**config.mk**
```make
export PLATFORM = sky130hd
export DESIGN_NAME = cgrg_cell
export DESIGN_NICKNAME = d
export VERILOG_FILES = /design/src/hw/rtl/cgrg_pkg.sv /design/src/hw/rtl/cgrg_cell.sv
export SDC_FILE = /design/constraint.sdc
export NUM_CORES = 1
export LEC_CHECK = 0
export BUFFER_PORTS_ARGS = -buffer_cell sky130_fd_sc_hd__buf_2
export CAP_MARGIN = 25
export CORE_ASPECT_RATIO = 1.2
export CORE_MARGIN = 3
export CORE_UTILIZATION = 41
export DETAILED_ROUTE_END_ITERATION = 8
export GPL_TIMING_DRIVEN = 0
export PLACE_DENSITY = 0.78
export SLEW_MARGIN = 0
export SYNTH_ARGS = -nofsm -noshare
export SYNTH_HDL_FRONTEND = slang
export SYNTH_SLANG_ARGS = --single-unit
export TNS_END_PERCENT = 10
```
**constraint.sdc**
```tcl
create_clock -name i_clk -period 2.5 [get_ports i_clk]
set_clock_uncertainty 0.2 [all_clocks]
set_input_delay 0.25 -clock i_clk [delete_from_list [all_inputs] [get_ports i_clk]]
set_output_delay 0.25 -clock i_clk [all_outputs]
set_load 0.02 [all_outputs]
```
**src/hw/rtl/cgrg_pkg.sv**
```systemverilog
// ============================================================================
// cgrg_pkg
// Shared constants, control types and the seed conditioning function of the
// combined R250/R521 GFSR generator.
// ============================================================================
`default_nettype none

package cgrg_pkg;

    localparam int SHORT_DEPTH = 250;
    localparam int LONG_DEPTH  = 521;
    localparam int SHORT_LAG   = 103;
    localparam int LONG_LAG    = 168;
    localparam int TOTAL_WORDS = SHORT_DEPTH + LONG_DEPTH;
    localparam int COND_COUNT  = 31;
    localparam int SHORT_STEP  = 7;
    localparam int LONG_STEP   = 13;

    localparam int WORD_W = 31;
    localparam int SP_W   = $clog2(SHORT_DEPTH);
    localparam int LP_W   = $clog2(LONG_DEPTH);
    localparam int POS_W  = $clog2(TOTAL_WORDS + 1);
    localparam int COND_W = $clog2(COND_COUNT);

    localparam logic [WORD_W-1:0] WORD_MASK = 31'h7FFF_FFFF;
    localparam logic [WORD_W-1:0] TOP_BIT   = 31'h4000_0000;

    localparam logic KIND_LOAD = 1'b0;
    localparam logic KIND_GEN  = 1'b1;

    typedef struct packed {
        logic              shift;     // move every cell one place toward the head
        logic              feedback;  // tail takes head ^ lag tap (else head)
        logic              wr;
        logic [SP_W-1:0]   idx;
        logic [WORD_W-1:0] data;
    } t_short_ctl;

    typedef struct packed {
        logic              shift;
        logic              feedback;
        logic              wr;
        logic [LP_W-1:0]   idx;
        logic [WORD_W-1:0] data;
    } t_long_ctl;

    typedef struct packed {
        logic              busy;      // rotating both rows back to pointer zero
        logic [SP_W-1:0]   sp;
        logic [LP_W-1:0]   lp;
        logic [POS_W-1:0]  lpos;
    } t_ctrl_stat;

    // Words on the diagonal 3 + step*i get their top bits cleared and bit 30-i set.
    function automatic logic [WORD_W-1:0] condition_word(
        input logic [WORD_W-1:0] word,
        input logic [POS_W-1:0]  pos,
        input int                step
    );
        logic              hit;
        logic [COND_W-1:0] sel;
        logic [WORD_W-1:0] res;
        hit = 1'b0;
        sel = '0;
        for (int i = 0; i < COND_COUNT; i++) begin
            if (pos == POS_W'(3 + step * i)) begin
                hit = 1'b1;
                sel = COND_W'(i);
            end
        end
        res = hit ? ((word & (WORD_MASK >> sel)) | (TOP_BIT >> sel)) : word;
        return res;
    endfunction

endpackage

`default_nettype wire

```
**src/hw/rtl/cgrg_cell.sv**
```systemverilog
// ============================================================================
// cgrg_cell
// One 31-bit word of a store row: takes the word fed to it on a shift (its
// neighbor's, or the feedback word at the tail), or a seed word when addressed by a load.
// ============================================================================
`default_nettype none

module cgrg_cell import cgrg_pkg::*; (
    input  wire logic              i_clk,
    input  wire logic              i_shift,
    input  wire logic [WORD_W-1:0] i_shift_data,
    input  wire logic              i_wr,
    input  wire logic [WORD_W-1:0] i_wr_data,
    output logic      [WORD_W-1:0] o_word
);

    logic [WORD_W-1:0] r_word;

    always_ff @(posedge i_clk) begin
        if (i_wr) begin
            r_word <= i_wr_data;
        end else if (i_shift) begin
            r_word <= i_shift_data;
        end
    end

    assign o_word = r_word;

endmodule

`default_nettype wire

```
==> metrics.txt <==
status complete, no violations; maxcap violations 0; CP arrival around 1.3 ns; max reg flops 31; WP buf/inv 3; Least-Margin Pin Slew 0.6398 ns; Period minus WS final ~1.5 ns; Yosys cell types 6; crit path launch type primary input; Net Sw Frac between 20% and 30%; top-area cell type share of the netlist area between 60 and 70%; slowest CP cell or2_1; initial DRC count 21; post-synthesis sequential area ratio a little under two thirds; final hold vios 0; initial core utilization 43.18%; Hold Buf Count CTS 0; synth warn 0; synth top area cells edfxtp_1 (63%), mux2_4 (30%), buf_12 (4.1%), mux2_2 (1.5%), buf_6 (0.77%); Worst path max stage delay approximately 0.52 ns; CP required 2.27 ns; Sink Count 31; ANT nets after route 0; global-route wire length before repair ~4600 um; final setup TNS 0 ns; CP top delay family simple AND/OR/NAND/NOR gates; PortBufs 94; CTS Buf Count 5; initial antenna violation count 0; Syn Nets around 130; Post-Route WL between 2000 and 3000 um; antenna cells 0; Setup CP Type primary input to register; worst path cell trace buf_6, buf_12, or2_1, buf_8; Max-slew headroom a little under three fifths; Fmax achieved approximately 0.65 GHz; Cell Count, Final, Fillers Out slightly above 200; Cells after Synth 67; DR vias 945; vias in the first global route 1034; endpoint class of the critical path register; CTS H-Tree Depth 2; power share of the clock group between 20% and 30%; Pre-Repair DR Iteration Count 6; final max-slew violation count 0; core area 3396 um^2; asr flop ratio synth 0%; Flop pwr share roughly half; Comb power frac between 20 and 25%; drt drc 0; Die X between 60 and 70 um; Root Driver clkbuf_8; Final period util 61.12%; Max Root-Sink Buffers 2; final setup violation count 0; Synth top cells by count edfxtp_1 (31), mux2_4 (29), buf_12 (3); Post-synth EDFFs 31; leak pwr approximately 1.0 nW; aggregate global-route resource usage about 14%; fraction of layout cells with a size suffix above 1 between 80 and 90%; Synth Register Bits 31; PD cells between 600 and 700 nW/um^2; DR vias/cell 4.610; gr ovfl total 0; CTS clk-pin slew, worst paths about 0.060 ns; largest net degree at the start of global routing 18; postcts setup bufs 0; unrepaired setup endpoints after global routing no; Die Y 71.51 um; Internal Pwr Total between 0.9 and 1 mW; cell taking the most area after synthesis edfxtp_1; syn_area_per_cell 21.89 um^2; drt wl/cell around 15 um; TritonCTS clock tree done; Placed Instances a little under 200; synthesized area ~1500 um^2; dominant register cell in the synthesized netlist edfxtp_1; die area 4333 um^2; RD Place Congestion about 0.66; detailed placement HPWL roughly 2500 um; maximum vdd drop ~0.32 mV; Util after Layout between 60% and 70%; CTS-repair resized insts 0; Boundary Pins 96; most common cell in the synthesized netlist edfxtp_1; Total Nets Final roughly 230; row cnt 23; switching pwr between 0.3 and 0.4 mW; critical path peak fanout 17; Synth-to-Final Area Change 41.21%; worst hold path class primary input to register
power by group through the flow:
stage	clock [mW]	combinational, mW	sequential (mW)
final	0.333	0.284	0.650
after global routing	0.363	0.302	0.657
after CTS	0.345	0.288	0.652
after detailed placement	0	0.287	0.662
after global placement	0	0.277	0.660
after floorplan	0	0.0932	0.741
routing by layer:
layer / track usage, % / part of all wire (%)
met3: 2.342 / 6.2
met1: 13.13 / 33
met2: 28.54 / 59
met5: 0 / 0
met4: 6.024 / 1.6
stage by stage:
step | instance area (um^2) | hold WS, ns | total power, mW | setup WS, ns
6_report | 2071 | 0.07958 | 1.267 | 0.9721
5_1_grt | 2071 | 0.07424 | 1.321 | 0.9087
4_1_cts | 2071 | 0.07009 | 1.285 | 0.9534
3_5_place_dp | 1998 | 0.3542 | 0.9493 | 0.6682
3_3_place_gp | 1983 | 0.3504 | 0.9364 | 0.4700
2_1_floorplan | 1466 | 0.2675 | 0.8342 | 0.6660
kinds of logic after synthesis:
| family | count (synthesis) | share of synthesized area (%) |
|---|---|---|
| muxes | 31 | 31.23 |
| DFF | 31 | 63.48 |
| and+or+nand+nor | 1 | 0.4269 |
| buffers and inverters | 4 | 4.864 |
worst paths after layout:
check / startpoint / end / cells after the start
max: i_wr / o_word[8] / 4
min: i_wr_data[14] / o_word[14] / 2
layout by cell type (no fill, tap or decap), drive strengths merged:
| cell type | instances |
|---|---|
| mux2 | 31 |
| edfxtp | 31 |
| buf | 99 |
| or2 | 1 |
| clkbuf | 6 |
area by class of cell:
| type | count | area, um^2 |
|---|---|---|
| Multi-Input combinational cell | 32 | 464.2 |
| Buffer | 4 | 71.32 |
| Fill cell | 262 | 1325 |
| Clock buffer | 6 | 72.57 |
| Sequential cell | 31 | 930.9 |
| Timing Repair Buffer | 95 | 485.5 |
| Tap cell | 37 | 46.29 |
Power figures use the tool's default switching activity.
