`config.mk`:
```
export PLATFORM = sky130hd
export DESIGN_NAME = cgrg_ctrl
export DESIGN_NICKNAME = d
export VERILOG_FILES = /design/src/hw/rtl/cgrg_pkg.sv /design/src/hw/rtl/cgrg_ctrl.sv
export SDC_FILE = /design/constraint.sdc
export NUM_CORES = 1
export LEC_CHECK = 0
export ABC_AREA = 1
export BUFFER_PORTS_ARGS = -buffer_cell sky130_fd_sc_hd__buf_2
export CAP_MARGIN = 20
export CORE_MARGIN = 4
export CORE_UTILIZATION = 44
export CTS_BUF_LIST = sky130_fd_sc_hd__clkbuf_8
export CTS_CLUSTER_DIAMETER = 40
export DETAILED_ROUTE_END_ITERATION = 6
export PLACE_DENSITY = 0.78
export SYNTH_ARGS = -nofsm -noshare
export SYNTH_HDL_FRONTEND = slang
export SYNTH_SLANG_ARGS = --single-unit
export TNS_END_PERCENT = 30
```
`constraint.sdc`:
```
create_clock -name i_clk -period 4.4 [get_ports i_clk]
set_input_delay 0.88 -clock i_clk [delete_from_list [all_inputs] [get_ports i_clk]]
set_output_delay 0.88 -clock i_clk [all_outputs]
set_load 0.01 [all_outputs]
```
`src/hw/rtl/cgrg_pkg.sv`:
```
// ============================================================================
// cgrg_pkg
// Shared constants, control types and the seed conditioning function of the
// combined R250/R521 GFSR generator.
// ============================================================================
`default_nettype none

package cgrg_pkg;

    localparam int SHORT_DEPTH = 250;
    localparam int LONG_DEPTH  = 521;
    localparam int SHORT_LAG   = 103;
    localparam int LONG_LAG    = 168;
    localparam int TOTAL_WORDS = SHORT_DEPTH + LONG_DEPTH;
    localparam int COND_COUNT  = 31;
    localparam int SHORT_STEP  = 7;
    localparam int LONG_STEP   = 13;

    localparam int WORD_W = 31;
    localparam int SP_W   = $clog2(SHORT_DEPTH);
    localparam int LP_W   = $clog2(LONG_DEPTH);
    localparam int POS_W  = $clog2(TOTAL_WORDS + 1);
    localparam int COND_W = $clog2(COND_COUNT);

    localparam logic [WORD_W-1:0] WORD_MASK = 31'h7FFF_FFFF;
    localparam logic [WORD_W-1:0] TOP_BIT   = 31'h4000_0000;

    localparam logic KIND_LOAD = 1'b0;
    localparam logic KIND_GEN  = 1'b1;

    typedef struct packed {
        logic              shift;     // move every cell one place toward the head
        logic              feedback;  // tail takes head ^ lag tap (else head)
        logic              wr;
        logic [SP_W-1:0]   idx;
        logic [WORD_W-1:0] data;
    } t_short_ctl;

    typedef struct packed {
        logic              shift;
        logic              feedback;
        logic              wr;
        logic [LP_W-1:0]   idx;
        logic [WORD_W-1:0] data;
    } t_long_ctl;

    typedef struct packed {
        logic              busy;      // rotating both rows back to pointer zero
        logic [SP_W-1:0]   sp;
        logic [LP_W-1:0]   lp;
        logic [POS_W-1:0]  lpos;
    } t_ctrl_stat;

    // Words on the diagonal 3 + step*i get their top bits cleared and bit 30-i set.
    function automatic logic [WORD_W-1:0] condition_word(
        input logic [WORD_W-1:0] word,
        input logic [POS_W-1:0]  pos,
        input int                step
    );
        logic              hit;
        logic [COND_W-1:0] sel;
        logic [WORD_W-1:0] res;
        hit = 1'b0;
        sel = '0;
        for (int i = 0; i < COND_COUNT; i++) begin
            if (pos == POS_W'(3 + step * i)) begin
                hit = 1'b1;
                sel = COND_W'(i);
            end
        end
        res = hit ? ((word & (WORD_MASK >> sel)) | (TOP_BIT >> sel)) : word;
        return res;
    endfunction

endpackage

`default_nettype wire

```
`src/hw/rtl/cgrg_ctrl.sv`:
```
// ============================================================================
// cgrg_ctrl
// Pointer, load position and restart control. Each row holds its store
// rotated by its pointer, so cell k is entry (k + pointer) mod depth. A load
// restart turns the rows until both pointers are back at zero.
// ============================================================================
`default_nettype none

module cgrg_ctrl import cgrg_pkg::*; (
    input  wire logic              i_clk,
    input  wire logic              i_rst_n,
    input  wire logic              i_fire,
    input  wire logic              i_kind,
    input  wire logic [WORD_W-1:0] i_seed_word,
    input  wire logic              i_load_first,
    output t_short_ctl             o_short_ctl,
    output t_long_ctl              o_long_ctl,
    output t_ctrl_stat             o_stat
);

    logic [SP_W-1:0]  r_sp, n_sp, sp_inc;
    logic [LP_W-1:0]  r_lp, n_lp, lp_inc;
    logic [POS_W-1:0] r_lpos, n_lpos;
    logic             r_realign, n_realign;

    logic             is_load, is_gen, in_range, in_short;
    logic             rot_s, rot_l;
    logic [POS_W-1:0] pos, long_pos;
    logic [SP_W-1:0]  short_pos, short_idx;
    logic [LP_W-1:0]  long_q, long_idx;

    always_comb begin
        is_load   = i_fire && (i_kind == KIND_LOAD);
        is_gen    = i_fire && (i_kind == KIND_GEN);
        pos       = i_load_first ? '0 : r_lpos;
        in_range  = pos < POS_W'(TOTAL_WORDS);
        in_short  = pos < POS_W'(SHORT_DEPTH);
        long_pos  = pos - POS_W'(SHORT_DEPTH);
        short_pos = pos[SP_W-1:0];
        long_q    = long_pos[LP_W-1:0];

        // physical cell = (entry - pointer) mod depth
        short_idx = (short_pos >= r_sp) ? (short_pos - r_sp)
                                        : (short_pos + SP_W'(SHORT_DEPTH) - r_sp);
        long_idx  = (long_q >= r_lp) ? (long_q - r_lp)
                                     : (long_q + LP_W'(LONG_DEPTH) - r_lp);

        sp_inc = (r_sp == SP_W'(SHORT_DEPTH - 1)) ? '0 : r_sp + 1'b1;
        lp_inc = (r_lp == LP_W'(LONG_DEPTH - 1)) ? '0 : r_lp + 1'b1;

        rot_s = r_realign && (r_sp != '0);
        rot_l = r_realign && (r_lp != '0);

        n_sp = (is_gen || rot_s) ? sp_inc : r_sp;
        n_lp = (is_gen || rot_l) ? lp_inc : r_lp;

        if (r_realign) begin
            n_realign = (n_sp != '0) || (n_lp != '0);
        end else begin
            n_realign = is_load && i_load_first && ((r_sp != '0) || (r_lp != '0));
        end

        n_lpos = r_lpos;
        if (is_load && in_range) begin
            n_lpos = pos + 1'b1;
        end

        o_short_ctl.shift    = is_gen || rot_s;
        o_short_ctl.feedback = is_gen;
        o_short_ctl.wr       = is_load && in_range && in_short;
        o_short_ctl.idx      = short_idx;
        o_short_ctl.data     = condition_word(i_seed_word, pos, SHORT_STEP);

        o_long_ctl.shift     = is_gen || rot_l;
        o_long_ctl.feedback  = is_gen;
        o_long_ctl.wr        = is_load && in_range && !in_short;
        o_long_ctl.idx       = long_idx;
        o_long_ctl.data      = condition_word(i_seed_word, long_pos, LONG_STEP);

        o_stat.busy = r_realign;
        o_stat.sp   = r_sp;
        o_stat.lp   = r_lp;
        o_stat.lpos = r_lpos;
    end

    always_ff @(posedge i_clk) begin
        if (!i_rst_n) begin
            r_sp      <= '0;
            r_lp      <= '0;
            r_lpos    <= '0;
            r_realign <= 1'b0;
        end else begin
            r_sp      <= n_sp;
            r_lp      <= n_lp;
            r_lpos    <= n_lpos;
            r_realign <= n_realign;
        end
    end

endmodule

`default_nettype wire

```
==> results of run 1 <==
## report_power, final
part	internal [mW]	total [mW]	switching, mW
Combinational	0.258	0.620	0.362
Clock	0.122	0.226	0.105
Sequential	0.271	0.287	0.0157
Total	0.650	1.13	0.482
## logic make-up after synthesis
family / after synthesis / share of synthesized area [%]
buffers and inverters: 219 / 14.96
adders and majority gates: 59 / 14.12
and+or+nand+nor: 512 / 41.28
muxes: 1 / 0.1737
xor gates and xnor gates: 31 / 4.712
AOI/OAI and AO/OA: 142 / 14.68
DFF: 29 / 10.08
## registers in the layout, summed over array words and instances, names as in the netlist
| signal | flops |
|---|---|
| r_lp | 10 |
| r_sp | 8 |
| r_realign | 1 |
| r_lpos | 10 |
## synth_stat cells (2+ instances only)
library cell,instances
inv_2,22
nand4_1,25
nand2_1,159
nor2_1,160
a31oi_1,5
buf_6,3
nor3_1,23
nor2_2,5
clkbuf_1,7
ha_1,49
inv_1,179
o31ai_1,8
fa_1,10
a21oi_1,42
a211oi_1,2
buf_4,3
xnor2_1,7
o41ai_1,2
nand2_4,7
nand3_2,6
nor4_1,11
o211ai_1,5
nor2_4,2
o21ai_1,4
o22ai_1,6
nand3_1,86
o21ai_0,53
a31o_2,4
buf_2,3
dfxtp_1,29
nand2_2,16
or2_1,2
xor2_1,24
nand4_2,3
o21bai_1,2
## worst paths after layout
path | startpoint | slack (ns) | endpoint | cells after the start
setup / recovery | i_load_first | -0.04 | o_short_ctl[9] | 19
hold / removal | r_realign | 0.51 | r_realign | 2
setup reg to reg | r_lp[0] | 1.38 | r_realign | 16
hold reg to reg | r_realign | 0.51 | r_realign | 2
## worst min-delay path, cell delays in order, from the launching register on
cell	delay (ns)
dfxtp_1	0.34
nand2_1	0.07
a21oi_1	0.05
## cell type report
cell class	count	area (um^2)
Tap cell	172	215.2
Clock buffer	6	82.58
Multi-Input combinational cell	745	4812
Inverter	203	792.0
Clock inverter	1	3.754
Timing Repair Buffer	304	1939
Fill cell	1165	4297
Sequential cell	29	580.6
## per-stage QoR
| stage | std cells | cell area [um^2] | util [%] |
|---|---|---|---|
| global placement | 1426 | 7596 | 59.71 |
| global route | 1460 | 8426 | 66.23 |
| finish | 1460 | 8426 | 66.23 |
| CTS | 1435 | 7727 | 60.74 |
| floorplan | 993 | 5774 | - |
| detailed placement | 1426 | 7596 | 59.71 |
## routing by layer
| layer | vias to the layer above | track usage (%) | routed length [um] |
|---|---|---|---|
| met1 | 3676 | 40.72 | 9894 |
| met4 | 0 | 8.258 | 811 |
| met2 | 506 | 46.65 | 11140 |
| met3 | 90 | 5.392 | 2446 |
| li1 | 3806 | - | - |
| met5 | - | 0 | 0 |
## repair_timing
item	4_1_cts	5_1_grt
pin swaps	4	47
resized for setup	11	143
endpoints found under the setup margin	14	60
buffers inserted	2	25
==> metrics.md, run 1 <==
| Metric | Value |
|---|---|
| Final ANT Viol Nets | `0` |
| Yosys warns | `0` |
| Post-DR vias/cell | `roughly 5.5` |
| CTS HTree Levels | `2` |
| Global-route wire length before repair | `35380 um` |
| GP Congestion | `1.089` |
| Arrival time worst endpoint | `roughly 3.6 ns` |
| DRC | `0` |
| Power Total | `roughly 1.1 mW` |
| CTS tree | `yes` |
| Die height | `approximately 120 um` |
| Hold slack | `0.5116 ns` |
| Max VDD drop | `~110 uV` |
| Final setup TNS | `-0.06518 ns` |
| Core Region | `12720 um^2` |
| Most common cell after layout, fill and taps aside | `inv_1` |
| Vias in the first global route | `7124` |
| Power per standard cell area | `about 130 nW/um^2` |
| CP max-delay cell | `nor4_2` |
| Final period utilization | `100.8%` |
| Sequential area share after synthesis | `roughly a tenth` |
| Biggest area consumer among synthesized cells | `inv_1` |
| Vias | `8078` |
| Slew HR | `56.92%` |
| Synth-to-Final Area Change | `46.23%` |
| Final Setup Violations | `3` |
| Worst Skew | `roughly 0.0086 ns` |
| Failing checks | `setup timing` |
| Number of port buffers | `150` |
| Minimum clock period | `around 4.4 ns` |
| Initial antenna violation count | `0` |
| Data required time of the critical path | `3.52 ns` |
| Commonest non-fill, non-tap cells in the layout | `inv_1, buf_2, buf_4` |
| Post-synth EDFFs | `0` |
| Syn Inst Count | `between 900 and 1000` |
| Crit end category | `output pin` |
| Pins Over Slew Limit | `0` |
| Crit Path Category | `primary input to output pin` |
| Synthesized area per cell | `slightly below 6 um^2` |
| Io pins | `151` |
| Worst setup margin | `-0.03721 ns` |
| Clock Latency Late Sink | `slightly below 0.3 ns` |
| Setup crit start kind | `primary input` |
| Total wire length | `24290 um` |
| Clk sinks | `29` |
| Area of the die | `approximately 15000 um^2` |
| Critical path peak fanout | `5` |
| Yosys reg bits | `29` |
| Prevailing post-synth register cell | `dfxtp_1` |
| TritonCTS buffer count | `5` |
| Ranking of synthesized cells by area | `inv_1, ha_1, nor2_1` |
| RSZ-0062 raised after global routing | `true` |
| Die width | `roughly 120 um` |
| Hold Buf Count CTS | `0` |
| Initial Util | `between 40% and 50%` |
| Fraction of layout cells with a size suffix above 1 | `between 30% and 40%` |
| Critical Path Most Common Cell | `buf_4` |
| Async SR Flop Fraction | `0%` |
| Drt pass-1 iters | `6` |
| Global Route Usage Sum | `between 20% and 30%` |
| Synth Net Count | `around 1100` |
| Hold Fails Final Rpt | `0` |
| Crit path buf inv count | `10` |
| Pleak | `4.499 nW` |
| DP Wirelength | `~19000 um` |
| Cell Chain, Critical Path | `buf_8 -> inv_8 -> buf_4 -> nand2_1 -> inv_1 -> ha_1 -> inv_2 -> buf_4 -> nor4_2 -> nor2_1 -> inv_2 -> nor3_4 -> nand4_1 -> buf_4 -> buf_4 -> a21oi_2 -> o21ai_0 -> nand2_1 -> buf_2` |
| Clk root buf | `clkbuf_8` |
| Post-Syn Area | `around 5800 um^2` |
| Routed length per instance | `~17 um` |
| Post-synth cell types | `54` |
| Top Family by Delay on Critical Path | `buffers and inverters` |
| CTS clk-pin slew, worst paths | `around 0.060 ns` |
| CTS max path bufs | `2` |
| Max-cap violations | `0` |
| Worst Hold Class | `register to register` |
| Delay of the slowest critical-path stage | `between 0.3 and 0.4 ns` |
| Slew @ Worst Pin | `roughly 0.65 ns` |
| Max frequency | `about 230 MHz` |
| Cell Rows | `about 40` |
| Outcome | `finished with violations` |
| DRT iter0 DRCs | `around 1100` |
| Post-synth top area share | `between 10% and 20%` |
| Grt total ovfl | `0` |
| Pre-CTS setup slack | `-0.09519 ns` |
| Largest net degree at the start of global routing | `21` |
| Number of inserted diodes | `0` |
| # nets final | `between 1000 and 1500` |
Power figures use the tool's default switching activity.
==> run 2: changes to the inputs <==
CELL_PAD_IN_SITES_DETAIL_PLACEMENT = 1   (was unset)
CELL_PAD_IN_SITES_GLOBAL_PLACEMENT = 2   (was unset)
CORE_UTILIZATION = 25   (was 44)
PLACE_DENSITY = 0.86   (was 0.78)
==> run 2 against run 1 <==
Effect of this change: the flow still finishes with violations (setup timing); combinational power is 8.7% higher; clock skew increased by 0.0029 ns; utilization fell by 25 points; maximum frequency increased by 0.73%; non-clock buffer count grew 74; hold slack improved by 0.017 ns; sequential power hardly changed; final cell count grew 13%; setup slack improved by 0.032 ns.
==> metrics.md, run 2 (synthesis results as in run 1) <==
| Metric | Value |
|---|---|
| Area of the die | `about 26000 um^2` |
| Crit end category | `output pin` |
| CTS tree | `yes` |
| Io pins | `~150` |
| Clock Latency Late Sink | `just under 0.3 ns` |
| Power per standard cell area | `~130 nW/um^2` |
| Failing checks | `setup timing` |
| Top Family by Delay on Critical Path | `simple AND/OR/NAND/NOR gates` |
| Cell Chain, Critical Path | `buf_8 -> buf_8 -> nor2_4 -> nand2_2 -> nor2_4 -> nand2_4 -> nand2_4 -> buf_4 -> nand3_4 -> buf_4 -> buf_4 -> nor4_2 -> a311oi_2 -> nand2_1 -> inv_1 -> nand2_4 -> buf_4 -> nand3_1 -> nand2_1 -> nand2_1 -> nand2_1 -> nand2_1 -> buf_2` |
| DP Wirelength | `approximately 25000 um` |
| Sequential power share | `between 20% and 30%` |
| Most common cell after layout, fill and taps aside | `buf_4` |
| Fraction of layout cells with a size suffix above 1 | `42.19%` |
| DRC | `0` |
| Delay of the slowest critical-path stage | `roughly 0.30 ns` |
| Combinational group share of total power | `between 50% and 60%` |
| Max VDD drop | `around 110 uV` |
| Clk sinks | `29` |
| Die width | `159.8 um` |
| Non-Filler Instances | `1648` |
| Pint | `between 0.7 and 0.8 mW` |
| Fill cells | `between 3000 and 4000` |
| Largest net degree at the start of global routing | `21` |
| Total wire length | `30430 um` |
| Critical path peak fanout | `5` |
| Global-route wire length before repair | `between 40000 and 50000 um` |
| Outcome | `finished with violations` |
| Initial Util | `25.45%` |
| Grt total ovfl | `0` |
| Hold Fails Final Rpt | `0` |
| Minimum clock period | `approximately 4.4 ns` |
| Core Region | `about 23000 um^2` |
| Critical Path Most Common Cell | `nand2_1` |
| GP Congestion | `0.9436` |
| RSZ-0062 raised after global routing | `true` |
| CP max-delay cell | `nor4_2` |
| CTS clk-pin slew, worst paths | `approximately 0.06 ns` |
| Arrival time worst endpoint | `about 3.5 ns` |
| Global Route Usage Sum | `between 20% and 30%` |
| Sw power | `~0.52 mW` |
| Slew HR | `between 50% and 60%` |
| Worst setup margin | `-0.005137 ns` |
| Placed cells | `1618` |
| Number of port buffers | `150` |
| Fin area | `~9300 um^2` |
| Vias | `a little over 8000` |
| Routed length per instance | `about 18 um` |
| End of the critical path | `o_long_ctl[4]` |
| Number of inserted diodes | `0` |
| Data required time of the critical path | `between 3 and 4 ns` |
| Worst Hold Class | `register to register` |
| Die height | `159.8 um` |
| CTS max path bufs | `2` |
| Pleak | `slightly below 5 nW` |
| Top flop regs | `r_lp x10, r_lpos x10, r_sp x8` |
| Dpl cell area | `between 8000 and 9000 um^2` |
| Synth-to-Final Area Change | `61.74%` |
| Commonest non-fill, non-tap cells in the layout | `buf_4, inv_1, buf_2` |
| Pins Over Slew Limit | `0` |
| Crit path buf inv count | `8` |
| Sw Ratio | `between 40% and 50%` |
| DRT iter0 DRCs | `a little over 500` |
| R2R Path End | `r_realign` |
| Final setup TNS | `-0.005137 ns` |
| Final Setup Violations | `1` |
| Post-DR vias/cell | `about 5` |
| Setup crit start kind | `primary input` |
| Initial antenna violation count | `0` |
| Flop2flop setup slack | `1.24 ns` |
| Worst reg-to-reg path cell count | `16` |
| # nets final | `around 1500` |
| Max frequency | `approximately 230 MHz` |
| Worst Skew | `about 0.012 ns` |
| Clk root buf | `clkbuf_8` |
| Crit Path Category | `primary input to output pin` |
| Beginning of the critical path | `i_load_first` |
| Vias in the first global route | `8451` |
| Crit path depth | `23` |
| Drt pass-1 iters | `5` |
| CTS HTree Levels | `2` |
| Max-cap violations | `0` |
| Slew @ Worst Pin | `0.7054 ns` |
| Final period utilization | `100.1%` |
| R2r startpoint | `r_lp[1]` |
| Cell Rows | `between 50 and 60` |
| TritonCTS buffer count | `5` |
| Clock network power share | `between 20% and 30%` |
| Final ANT Viol Nets | `0` |
## run 2: cell type report
cell class	count	area, um^2	area share [%]
sequential	29	580.6	6.230
timing repair buffer	378	2551	27.38
tap	285	356.6	3.827
clock inverter	2	33.78	0.3625
inverter	203	795.8	8.539
clock buffer	6	82.58	0.8861
multi-input combinational	745	4918	52.78
## run 2: worst min-delay path by stage
stage | end | start | cells past startpoint | slack [ns]
2_1_floorplan | r_realign | r_realign | 2 | 0.48
3_3_place_gp | r_realign | r_realign | 2 | 0.50
3_5_place_dp | r_realign | r_realign | 2 | 0.52
4_1_cts | r_realign | r_realign | 2 | 0.53
5_1_grt | r_realign | r_realign | 2 | 0.56
6_report | r_realign | r_realign | 2 | 0.53
## run 2: layer usage
layer / vias up / global-route usage [%] / wire (um)
met3: 59 / 2.271 / 1242
li1: 3956 / - / -
met2: 225 / 38.62 / 15290
met5: - / 0 / 0
met1: 3983 / 28.35 / 13110
met4: 0 / 5.710 / 779
## run 2: worst reg2reg max path: stages, from the launching register on
cell     delay (ns)
dfxtp_1        0.40
inv_1          0.17
ha_1           0.22
inv_1          0.06
nor2_1         0.05
nand3_1        0.14
nand2_1        0.09
nand2_1        0.25
nand2_1        0.09
nor2_1         0.25
nand3_1        0.15
nor3_1         0.36
a21oi_1        0.10
or3b_2         0.48
nand4_1        0.10
nand2_1        0.05
a21oi_1        0.12
## run 2: power groups by stage
stage	combinational, mW	sequential, mW	clock [mW]
after floorplan	0.323	0.289	0
after global placement	0.592	0.291	0
after detailed placement	0.605	0.290	0
after CTS	0.625	0.285	0.299
after global routing	0.741	0.288	0.314
final	0.674	0.287	0.296
## run 2: timing repair
| item | in CTS | in global routing |
|---|---|---|
| resized for setup | 38 | 142 |
| setup buffers | 9 | 13 |
| hold buffers | 0 | 0 |
| hold endpoints to repair | 0 | 0 |
| endpoints found under the setup margin | 50 | 62 |
| pin swaps | 15 | 37 |
## run 2: per-stage QoR
step | hold WS [ns] | setup slack, ns | power (mW) | utilization (%)
6_report | 0.5288 | -0.005137 | 1.256 | 41.16
5_1_grt | 0.5558 | -0.2341 | 1.342 | 41.16
3_3_place_gp | 0.5020 | -0.1175 | 0.8824 | 36.91
3_5_place_dp | 0.5194 | -0.2109 | 0.8952 | 36.91
2_1_floorplan | 0.4783 | 0.04495 | 0.6119 | -
4_1_cts | 0.5310 | -0.04683 | 1.209 | 38.26
==> run 3: changes to the inputs <==
CTS_BUF_LIST = unset   (was sky130_fd_sc_hd__clkbuf_8)
==> run 3 against run 2 <==
Effect of this change: the flow still finishes with violations (setup timing); maximum frequency is 1.0% lower; final cell count about the same; sequential cell count unchanged; final area about the same; clock power up 37%; register-to-register slack lost 0.04 ns; die area unchanged; count of clock-buffer cells in the layout is 1 higher; power is 8.7% higher; via count is 0.23% lower; clock skew down 0.0027 ns; non-clock buffer count fell by 1; critical path type unchanged; critical endpoint is now o_long_ctl[9]; largest cell class unchanged; largest power group unchanged; highest routed layer unchanged.
==> metrics.md, run 3 (synthesis results as in run 1) <==
| Metric | Value |
|---|---|
| Pleak | `slightly below 5 nW` |
| Critical path peak fanout | `7` |
| Fin area | `between 9000 and 10000 um^2` |
| DP Wirelength | `roughly 25000 um` |
| Largest net degree at the start of global routing | `21` |
| Dpl cell area | `8356 um^2` |
| Final ANT Viol Nets | `0` |
| R2R Path End | `r_realign` |
| Clock network power share | `29.7%` |
| Worst reg-to-reg path cell count | `16` |
| Pre-CTS setup slack | `-0.2109 ns` |
| Pins Over Slew Limit | `0` |
| Slew HR | `between 40% and 50%` |
| Global-route wire length before repair | `between 40000 and 50000 um` |
| Outcome | `finished with violations` |
| Sw power | `about 0.53 mW` |
| Sequential power share | `a little over a fifth` |
| Setup crit start kind | `primary input` |
| CTS HTree Levels | `2` |
| Cell Rows | `55` |
| Hold Fails Final Rpt | `0` |
| Post-DR vias/cell | `around 5.0` |
| Final Setup Violations | `8` |
| Worst setup margin | `-0.05077 ns` |
| Core Region | `22640 um^2` |
| Area of the die | `around 26000 um^2` |
| Worst Skew | `between 0.008 and 0.009 ns` |
| Vias | `8204` |
| Drt pass-1 iters | `5` |
| Die width | `159.8 um` |
| Placed cells | `1618` |
| Synth-to-Final Area Change | `61.69%` |
| Combinational group share of total power | `approximately half` |
| Power per standard cell area | `146.6 nW/um^2` |
| Beginning of the critical path | `i_load_first` |
| Pint | `0.8379 mW` |
| End of the critical path | `o_long_ctl[9]` |
| Final setup TNS | `-0.2147 ns` |
| Clk sinks | `29` |
| GP Congestion | `between 0.9 and 1` |
| Initial Util | `between 20% and 30%` |
| Failing checks | `setup timing` |
| Fraction of layout cells with a size suffix above 1 | `about two fifths` |
| # nets final | `1456` |
| Io pins | `151` |
| Hold Buf Count CTS | `0` |
| Final period utilization | `101.2%` |
| Routed length per instance | `~19 um` |
| Flop2flop setup slack | `~1.2 ns` |
| Data required time of the critical path | `3.52 ns` |
| Sw Ratio | `between 30% and 40%` |
| Global Route Usage Sum | `a little over a fifth` |
| Vias in the first global route | `about 8500` |
| Most common cell after layout, fill and taps aside | `buf_4` |
| Worst Hold Class | `register to register` |
| Minimum clock period | `roughly 4.5 ns` |
| R2r startpoint | `r_lp[0]` |
| Slew @ Worst Pin | `~0.75 ns` |
| DRT iter0 DRCs | `approximately 490` |
| Initial antenna violation count | `0` |
| Grt total ovfl | `0` |
| Clk root buf | `clkbuf_16` |
| Commonest non-fill, non-tap cells in the layout | `buf_4, inv_1, buf_2` |
| CTS clk-pin slew, worst paths | `roughly 0.05 ns` |
| Crit end category | `output pin` |
| Max-cap violations | `0` |
| Arrival time worst endpoint | `around 3.6 ns` |
| Die height | `roughly 160 um` |
| RSZ-0062 raised after global routing | `true` |
| Top flop regs | `r_lp x10, r_lpos x10, r_sp x8` |
| DRC | `0` |
| Crit Path Category | `primary input to output pin` |
| Max VDD drop | `~150 uV` |
| Layout Utilization | `between 40% and 50%` |
| Total wire length | `around 31000 um` |
| CTS max path bufs | `2` |
| Clock Latency Late Sink | `0.28 ns` |
| Number of port buffers | `150` |
| TritonCTS buffer count | `5` |
| Max frequency | `about 220 MHz` |
| Fill cells | `roughly 3000` |
| CTS tree | `yes` |
| Non-Filler Instances | `1647` |
| Number of inserted diodes | `0` |
==> run 3: power by group through the flow <==
stage | registers [mW] | clock network [mW] | logic [mW]
after floorplan | 0.289 | 0 | 0.323
after global placement | 0.291 | 0 | 0.592
after detailed placement | 0.290 | 0 | 0.605
after CTS | 0.285 | 0.410 | 0.626
after global routing | 0.288 | 0.424 | 0.740
final | 0.287 | 0.406 | 0.673
==> run 3: per-stage QoR <==
step / total power, mW / hold WS, ns
3_3_place_gp: 0.8824 / 0.5020
2_1_floorplan: 0.6119 / 0.4783
3_5_place_dp: 0.8952 / 0.5194
5_1_grt: 1.451 / 0.5709
4_1_cts: 1.321 / 0.5428
6_report: 1.366 / 0.5369
==> run 3: final cells by class <==
type                       instances  area, um^2  share of cell area, %
clock buffer                       7       142.6                  1.531
timing repair buffer             377        2531                  27.17
inverter                         203       793.3                  8.515
sequential                        29       580.6                  6.232
multi-input combinational        745        4882                  52.40
tap                              285       356.6                  3.828
clock inverter                     1       30.03                 0.3223
==> run 3: per-layer routing <==
metal	track usage, %	share of wire [%]
met4	5.201	2.7
met3	2.219	4.0
met2	39.05	50
met1	28.32	43
met5	0	0
==> run 3: worst min-delay path by stage <==
stage | startpoint | to | slack, ns | cells past startpoint
floorplan | r_realign | r_realign | 0.48 | 2
global placement | r_realign | r_realign | 0.50 | 2
detailed placement | r_realign | r_realign | 0.52 | 2
CTS | r_realign | r_realign | 0.54 | 2
global route | r_realign | r_realign | 0.57 | 2
finish | r_realign | r_realign | 0.54 | 2
==> run 3: repair_timing <==
action	4_1_cts	5_1_grt
cloned	0	0
gates resized for setup	39	126
buffers inserted	9	12
setup endpoints to repair	50	63
pin swaps	15	38
==> run 3: worst max-delay path: stages <==
cell and delay [ns]:
buf_8 0.11, buf_8 0.13, nor2_4 0.13, nand2_2 0.10, nor2_4 0.25, nand2_4 0.11
nand2_4 0.09, buf_4 0.12, nand3_4 0.11, inv_8 0.12, clkbuf_4 0.18, nand3_1 0.13
nand2_1 0.11, clkinv_1 0.09, nand4_1 0.11, nor3_2 0.06, nand4_2 0.08, buf_6 0.13
nand2_1 0.05, nand2_1 0.05, inv_1 0.06, o21ai_1 0.12, nand2_1 0.09, buf_2 0.15
